<file path="config.mk">
export PLATFORM = sky130hd
export DESIGN_NAME = abct_ctrl
export DESIGN_NICKNAME = d
export VERILOG_FILES = /design/src/rtl/abct_pkg.sv /design/src/rtl/abct_ctrl.sv
export SDC_FILE = /design/constraint.sdc
export NUM_CORES = 1
export LEC_CHECK = 0
export ABC_AREA = 1
export BUFFER_PORTS_ARGS = -buffer_cell sky130_fd_sc_hd__clkbuf_2
export CAP_MARGIN = 20
export CORE_AREA = 2 2 39 41
export CTS_CLUSTER_SIZE = 12
export DETAILED_ROUTE_END_ITERATION = 8
export DIE_AREA = 0 0 41 43
export GPL_ROUTABILITY_DRIVEN = 0
export PLACE_DENSITY = 0.72
export SLEW_MARGIN = 20
export SYNTH_ARGS = -nofsm -noshare
export SYNTH_HDL_FRONTEND = slang
export SYNTH_SLANG_ARGS = --single-unit
</file>
<file path="constraint.sdc">
create_clock -name clk -period 1.4 [get_ports clk]
set_clock_uncertainty 0.05 [all_clocks]
set_input_delay 0.07 -clock clk [delete_from_list [all_inputs] [get_ports clk]]
set_output_delay 0.07 -clock clk [all_outputs]
set_load 0.01 [all_outputs]
</file>
<file path="src/rtl/abct_pkg.sv">
`timescale 1ns / 1ps
package abct_pkg;

  localparam int MAX_ENTRIES = 64;
  localparam int OFFSET_BITS_DEF = 32;
  localparam int CFG_W = 7;
  localparam int CFG_IDX_W = 2;

  localparam logic [CFG_IDX_W-1:0] REG_BLOCK_SIZE_LOG2 = 2'd0;
  localparam logic [CFG_IDX_W-1:0] REG_AGED_LIMIT = 2'd1;
  localparam logic [CFG_IDX_W-1:0] REG_HIGH_PERSIST = 2'd2;

  localparam logic [31:0] AGE_GUARD = 32'd3;
  localparam logic [31:0] RESIDENT_MIN = 32'd5;
  localparam logic [15:0] REFS_MAX = 16'hFFFF;
  localparam logic [31:0] AGE_MAX = 32'hFFFF_FFFF;

  typedef enum logic [1:0] {
    MODE_PEEK = 2'd0,
    MODE_LOAD = 2'd1,
    MODE_RELEASE = 2'd2,
    MODE_SWEEP = 2'd3
  } mode_t;

  typedef enum logic [1:0] {
    ST_OK = 2'd0,
    ST_PEEK_MISS = 2'd1,
    ST_FULL = 2'd2,
    ST_ABSENT = 2'd3
  } status_t;

  typedef struct packed {
    logic [1:0] mode;
    logic [31:0] offset;
    logic [31:0] keep_count;
  } req_t;

  typedef struct packed {
    logic hit;
    logic created;
    logic [5:0] slot;
    logic [31:0] block_base;
    logic [6:0] freed;
    logic [1:0] status;
  } rsp_t;

  typedef enum logic [3:0] {
    S_IDLE,
    S_FIND,
    S_DECIDE,
    S_SHIFT,
    S_RELEASE,
    S_AUTO,
    S_SW_START,
    S_SWEEP,
    S_DONE
  } state_t;

  // controller -> datapath
  typedef struct packed {
    logic latch_req;
    logic find_init;
    logic find_step;
    logic take;
    logic shift_init;
    logic shift_step;
    logic insert;
    logic release_do;
    logic auto_calc;
    logic sweep_init;
    logic sweep_step;
    logic sweep_end;
    logic emit;
  } cmd_t;

  // datapath -> controller
  typedef struct packed {
    logic [1:0] mode;
    logic find_done;
    logic found;
    logic full;
    logic shift_done;
    logic rel_ok;
    logic rel_zero;
    logic auto_need;
    logic sweep_skip;
    logic sweep_done;
  } sts_t;

endpackage

</file>
<file path="src/rtl/abct_ctrl.sv">
`timescale 1ns / 1ps
module abct_ctrl (
  input  logic clk,
  input  logic rst,
  input  logic start,
  output logic busy,
  input  abct_pkg::sts_t sts,
  output abct_pkg::cmd_t cmd
);
  import abct_pkg::*;

  state_t state, state_next;

  always_ff @(posedge clk) begin
    if (rst) begin
      state <= S_IDLE;
    end else begin
      state <= state_next;
    end
  end

  always_comb begin
    state_next = state;
    case (state)
      S_IDLE: begin
        if (start) state_next = S_FIND;
      end
      S_FIND: begin
        if (sts.mode == MODE_SWEEP) state_next = S_SW_START;
        else if (sts.find_done) state_next = S_DECIDE;
      end
      S_DECIDE: begin
        if (sts.mode == MODE_RELEASE) state_next = S_RELEASE;
        else if (!sts.found && sts.mode == MODE_LOAD && !sts.full) state_next = S_SHIFT;
        else state_next = S_DONE;
      end
      S_SHIFT: begin
        if (sts.shift_done) state_next = S_DONE;
      end
      S_RELEASE: begin
        if (sts.rel_ok && sts.rel_zero) state_next = S_AUTO;
        else state_next = S_DONE;
      end
      S_AUTO: begin
        if (sts.auto_need) state_next = S_SW_START;
        else state_next = S_DONE;
      end
      S_SW_START: begin
        if (sts.sweep_skip) state_next = S_DONE;
        else state_next = S_SWEEP;
      end
      S_SWEEP: begin
        if (sts.sweep_done) state_next = S_DONE;
      end
      S_DONE: state_next = S_IDLE;
      default: state_next = S_IDLE;
    endcase
  end

  always_comb begin
    cmd = '0;
    busy = (state != S_IDLE);
    case (state)
      S_IDLE: begin
        cmd.latch_req = start;
        cmd.find_init = start;
      end
      S_FIND: cmd.find_step = (sts.mode != MODE_SWEEP) && !sts.find_done;
      S_DECIDE: begin
        cmd.take = (sts.mode == MODE_PEEK || sts.mode == MODE_LOAD) && sts.found;
        cmd.shift_init = !sts.found && sts.mode == MODE_LOAD && !sts.full;
      end
      S_SHIFT: begin
        cmd.shift_step = !sts.shift_done;
        cmd.insert = sts.shift_done;
      end
      S_RELEASE: cmd.release_do = 1'b1;
      S_AUTO: cmd.auto_calc = 1'b1;
      S_SW_START: cmd.sweep_init = 1'b1;
      S_SWEEP: begin
        cmd.sweep_step = !sts.sweep_done;
        cmd.sweep_end = sts.sweep_done;
      end
      S_DONE: cmd.emit = 1'b1;
      default: cmd = '0;
    endcase
  end
endmodule

</file>
==> results of run 1 <==
-- cells in the mapped netlist (2+ instances only) --
cell type,instances
nor2_1,14
nor3_1,4
nand3b_1,2
dfxtp_1,4
nand2_2,5
inv_1,12
nor2_4,4
a21oi_1,2
inv_2,7
nand2_1,24
nand3_1,7
nor2_2,4
-- critical path: cells and delay by family, from the launching register on --
kind | cells | cell delay (ns)
and+or+nand+nor | 3 | 0.33
DFF | 1 | 0.42
buffers and inverters | 2 | 0.20
-- power groups by stage --
stage	logic (mW)	clock network (mW)	registers (mW)
final	0.616	0.137	0.219
after global routing	0.684	0.151	0.225
after CTS	0.608	0.141	0.206
after detailed placement	0.593	0	0.206
after global placement	0.590	0	0.202
after floorplan	0.456	0	0.194
-- logic make-up (layout without fill, tap and decap cells) --
logic type | count (synthesis) | in the layout | synth area share
AO/OA/AOI/OAI | 4 | 4 | 0.0453
flip-flops | 4 | 4 | 0.153
buffers and inverters | 20 | 52 | 0.150
AND/OR/NAND/NOR | 66 | 66 | 0.652
-- repair_timing --
| action | 4_1_cts | 5_1_grt |
|---|---|---|
| resized for setup | 1 | 4 |
| hold buffers | 0 | 1 |
| setup buffers | 2 | 0 |
| endpoints found under the setup margin | 3 | 10 |
| hold endpoints to repair | 0 | 1 |
| pin swaps | 1 | 0 |
-- metrics by stage --
stage	cells	power [mW]
final	142	0.972
after global routing	142	1.06
after CTS	141	0.955
after detailed placement	136	0.799
after global placement	136	0.792
after floorplan	94	0.650
-- worst min path at each step --
| stage | startpoint | cells after the start | endpoint |
|---|---|---|---|
| 3_5_place_dp | rst | 2 | state[0] |
| 2_1_floorplan | rst | 1 | state[0] |
| 4_1_cts | rst | 2 | state[0] |
| 5_1_grt | sts[0] | 4 | state[2] |
| 3_3_place_gp | rst | 2 | state[0] |
| 6_report | sts[0] | 4 | state[2] |
-- per-layer routing --
layer	vias up	wire length (um)
li1	349	-
met1	270	538
met2	23	617
met3	0	90
met4	0	0
met5	-	0
-- layout make-up --
cell class	count	share of cell area
clock buffer	3	0.0308
inverter	19	0.0976
multi-input combinational	70	0.510
sequential	4	0.115
tap	16	0.0274
timing repair buffer	30	0.219
==> results.json, run 1 <==
{
  "power_switching_mw": 0.497,
  "postLayoutCoreUtil": 0.528,
  "die_h_um": 43,
  "grt_util_met2": 0.269,
  "yosys_warnings": 0,
  "synth_fp_nets": 108,
  "grt_pass1_wl_um": 1960,
  "startpoint_type": "flip-flop",
  "finalCriticalPeriod_ns": 1.30,
  "grt_busiest_layer": "met2",
  "multi_input_area_um2": 373,
  "synth_cell_types": 17,
  "holdWs_ns": 0.134,
  "via_per_inst": 4.52,
  "synth_ff_type": "dfxtp_1",
  "dp_slack_ns": 0.0870,
  "r2r_slack_ns": 0.13,
  "finalHoldViolCount": 0,
  "num_vias": 642,
  "p_int_mw": 0.474,
  "outcome": "finished, final reports clean",
  "startpoint": "state[0]",
  "max_freq_mhz": 769,
  "reg_top3": "state x4",
  "ys_seq_elements": 4,
  "worst_slack_ns": 0.0995,
  "worstPathRequired_ns": 1.28,
  "r2r-end": "state[0]",
  "vdd_drop_max_v": 0.000859,
  "grt_pass1_vias": 531,
  "die_area_um2": 1760,
  "cts_tree": "built",
  "cts.clk_slew.worst_paths_ns": 0.04,
  "drc": 0,
  "die_x_um": 41,
  "layout_commonest_cell": "clkbuf_2",
  "std_cell_rows": 14,
  "setup_viol": 0,
  "cts_made_buffers": 3,
  "wirelength_um": 1250,
  "mostFrequentLayoutCells": "27 x clkbuf_2, 24 x nand2_1, 13 x nor2_1",
  "drive_gt1_frac": 0.468,
  "overflow": 0,
  "clockPowerShare": 0.140,
  "p_sw_frac": 0.512,
  "fin_crit_sh": 0.929,
  "drt-initial-drc-count": 6,
  "worst_setup_path_end_kind": "primary output",
  "p_per_area_nw_per_um2": 1330,
  "slowest_delay_ns": 0.42,
  "core-area_um2": 1380,
  "endpoint": "cmd[10]",
  "portBuffers": 27,
  "rsz0062_at_grt": "false",
  "crit_top_cell": "nor2_2",
  "num_antenna_cells": 0,
  "antenna_found_initial": 0,
  "grt_max_degree": 8,
  "maxCapViolCount": 0,
  "synth_top_area_cell": "nand2_1",
  "netlist_area_um2": 524,
  "clock_latency_ns": 0.23,
  "placed_area_um2": 672,
  "synthToLayoutAreaGrowth_pct": 39.4,
  "pwr-share-seq": 0.225,
  "wl_per_cell_um": 8.77,
  "cp_max_fo": 7,
  "synth_edf_count": 0,
  "crit_type": "reg -> out",
  "comb_power_share": 0.634,
  "grt.met1_usage": 0.179,
  "syn_inst": 94,
  "worst-r2r-cell-count": 9,
  "largest_reg_flops": 4,
  "final_nets": 142,
  "cp_slowest_cell": "dfxtp_2",
  "htreeDepth": 1,
  "drt-pass1-iter-count": 4,
  "initial_core_util": 0.379,
  "r2r_start": "state[2]",
  "crit_chain": "inv_2 -> nor2_2 -> nand2_1 -> nor2_2 -> clkbuf_2",
  "p_leak_nw": 0.430,
  "setup_tns_ns": 0,
  "synth_top_area_frac": 0.172,
  "place_hpwl_um": 1090,
  "final_design_area_no_fill_um2": 731,
  "tightestPinTransition_ns": 0.246,
  "syn_area_per_cell_um2": 5.58,
  "min_path_type": "in -> reg",
  "ant_nets": 0,
  "register_area_um2": 83.8,
  "regMostFlops": "state",
  "synth-async-reset-ratio": 0,
  "n_fill_cell": 150,
  "grt_usage": 0.154,
  "seq_area_frac_synth": 0.153,
  "clock_sinks": 4,
  "drv_slew": 0,
  "ctsLongestPathBuffers": 2,
  "relSlewSlack": 0.836,
  "arrival_ns": 1.18,
  "grt_util_met3": 0.0366,
  "synth_area_leaders": "nand2_1 17%, dfxtp_1 15%, nor2_1 10%",
  "cts_root_buffer": "clkbuf_4",
  "ios": 28
}
(Power assumes the default switching activity.)
==> run 2: changes to the inputs <==
--- a/config.mk
+++ b/config.mk
@@ -14,6 +14,7 @@
 export DIE_AREA = 0 0 41 43
 export GPL_ROUTABILITY_DRIVEN = 0
 export PLACE_DENSITY = 0.72
+export RECOVER_POWER = 100
 export SLEW_MARGIN = 20
 export SYNTH_ARGS = -nofsm -noshare
 export SYNTH_HDL_FRONTEND = slang
==> run 2 against run 1 <==
Compared with the run above:
- worst setup slack hardly changed
- routed wire length is 1.3% higher
- cell count unchanged
- largest cell class unchanged
- highest routed layer unchanged
- sequential cell count unchanged
- sequential share of layout area rose by 0.18 points
- combinational power shrank 2%
- worst hold slack lost 0.00053 ns
- utilization shrank 0.81 points
==> results.json, run 2 (synthesized netlist as in run 1, its figures left out) <==
{
  "cts_made_buffers": 3,
  "endpoint": "cmd[4]",
  "largest_reg_flops": 4,
  "startpoint": "state[2]",
  "setup_viol": 0,
  "worst_slack_ns": 0.0993,
  "max_freq_mhz": 769,
  "grt_max_degree": 8,
  "ctsLongestPathBuffers": 2,
  "crit_type": "reg -> out",
  "r2r-end": "state[0]",
  "worstHoldStart": "sts[0]",
  "dp_slack_ns": 0.0870,
  "die_area_um2": 1760,
  "regMostFlops": "state",
  "finalHoldViolCount": 0,
  "finalCriticalPeriod_ns": 1.30,
  "reg_top3": "state x4",
  "worstPathRequired_ns": 1.28,
  "die_x_um": 41,
  "num_antenna_cells": 0,
  "n_fill_cell": 155,
  "overflow": 0,
  "final_nets": 142,
  "grt_usage": 0.154,
  "ant_nets": 0,
  "core-area_um2": 1380,
  "p_per_area_nw_per_um2": 1330,
  "drt-pass1-iter-count": 2,
  "maxCapViolCount": 0,
  "slowest_delay_ns": 0.36,
  "die_h_um": 43,
  "cts_root_buffer": "clkbuf_4",
  "layout_commonest_cell": "nand2_1",
  "arrival_ns": 1.18,
  "cp_max_fo": 6,
  "wl_per_cell_um": 8.89,
  "worst-r2r-cell-count": 9,
  "clock_sinks": 4,
  "drc": 0,
  "drive_gt1_frac": 0.413,
  "setup_tns_ns": 0,
  "tightestPinTransition_ns": 0.246,
  "crit_chain": "inv_2 -> nor2_4 -> buf_4 -> nand2_1 -> inv_1 -> clkbuf_1",
  "grt_pass1_wl_um": 1960,
  "via_per_inst": 4.47,
  "grt_pass1_vias": 531,
  "num_vias": 635,
  "synthToLayoutAreaGrowth_pct": 37.2,
  "std_cell_rows": 14,
  "cp_slowest_cell": "dfxtp_2",
  "startpoint_type": "flip-flop",
  "worst_setup_path_end_kind": "primary output",
  "r2r_start": "state[2]",
  "mostFrequentLayoutCells": "24 x nand2_1, 21 x clkbuf_2, 13 x nor2_1",
  "cts_tree": "built",
  "cts.clk_slew.worst_paths_ns": 0.04,
  "portBuffers": 27,
  "min_path_type": "in -> reg",
  "p_leak_nw": 0.409,
  "htreeDepth": 1,
  "antenna_found_initial": 0,
  "clock_latency_ns": 0.23,
  "vdd_drop_max_v": 0.000833,
  "drt-initial-drc-count": 5,
  "initial_core_util": 0.379,
  "relSlewSlack": 0.836,
  "outcome": "finished, final reports clean",
  "r2r_slack_ns": 0.13,
  "ios": 28,
  "wirelength_um": 1260,
  "rsz0062_at_grt": "false",
  "drv_slew": 0,
  "fin_crit_sh": 0.929,
  "place_hpwl_um": 1090
}
run 2: cell counts in the layout (fill, tap and decap cells not counted):
Identical to the previous run, type by type.
run 2: worst min path at each step:
stage | endpoint | slack (ns) | cells after the start
after floorplan | state[0] | 0.08 | 1
after CTS | state[0] | 0.0009 | 2
after global routing | state[2] | 0.17 | 4
after detailed placement | state[0] | 0.24 | 2
after global placement | state[0] | 0.23 | 2
final | state[2] | 0.13 | 4
run 2: stage by stage:
stage / hold WS, ns / power (mW) / std cells / util / area [um2]
2_1_floorplan: 0.0824 / 0.650 / 94 / - / 524
3_3_place_gp: 0.233 / 0.792 / 136 / 0.486 / 672
3_5_place_dp: 0.236 / 0.799 / 136 / 0.486 / 672
4_1_cts: 0.000921 / 0.955 / 141 / 0.514 / 711
5_1_grt: 0.166 / 1.05 / 142 / 0.520 / 719
6_report: 0.134 / 0.959 / 142 / 0.520 / 719
run 2: repair_timing:
item	CTS	global route
hold endpoints to repair	0	1
setup endpoints to repair	3	10
pin swaps	1	0
setup buffers	2	0
hold buffers	0	1
gates resized for setup	1	4
run 2: report_power, final:
part	internal [mW]	leakage [nW]	switching [mW]
combinational	0.221	0.361	0.383
clock	0.0954	0.0138	0.0409
sequential	0.152	0.0339	0.0669
total	0.468	0.409	0.491
run 2: area by class of cell:
class                   count  area, um2  area share
clock buffers               3       22.5      0.0313
inverters                  19       71.3      0.0991
multi-input cells          70        369       0.513
flip-flops and latches      4       83.8       0.117
well taps                  16       20.0      0.0278
repair buffers             30        153       0.212
run 2: critical path: cells and delay by family (launching register included):
kind | cells | cell delay, ns
flops | 1 | 0.36
buf+inv | 4 | 0.41
simple gates | 2 | 0.19
run 2: routing by layer:
layer | share of wire | routed length, um | track usage | up-vias
li1 | - | - | - | 349
met1 | 0.44 | 560 | 0.179 | 265
met2 | 0.49 | 613 | 0.269 | 21
met3 | 0.071 | 89 | 0.0366 | 0
met4 | 0 | 0 | 0.0333 | 0
met5 | 0 | 0 | 0 | -
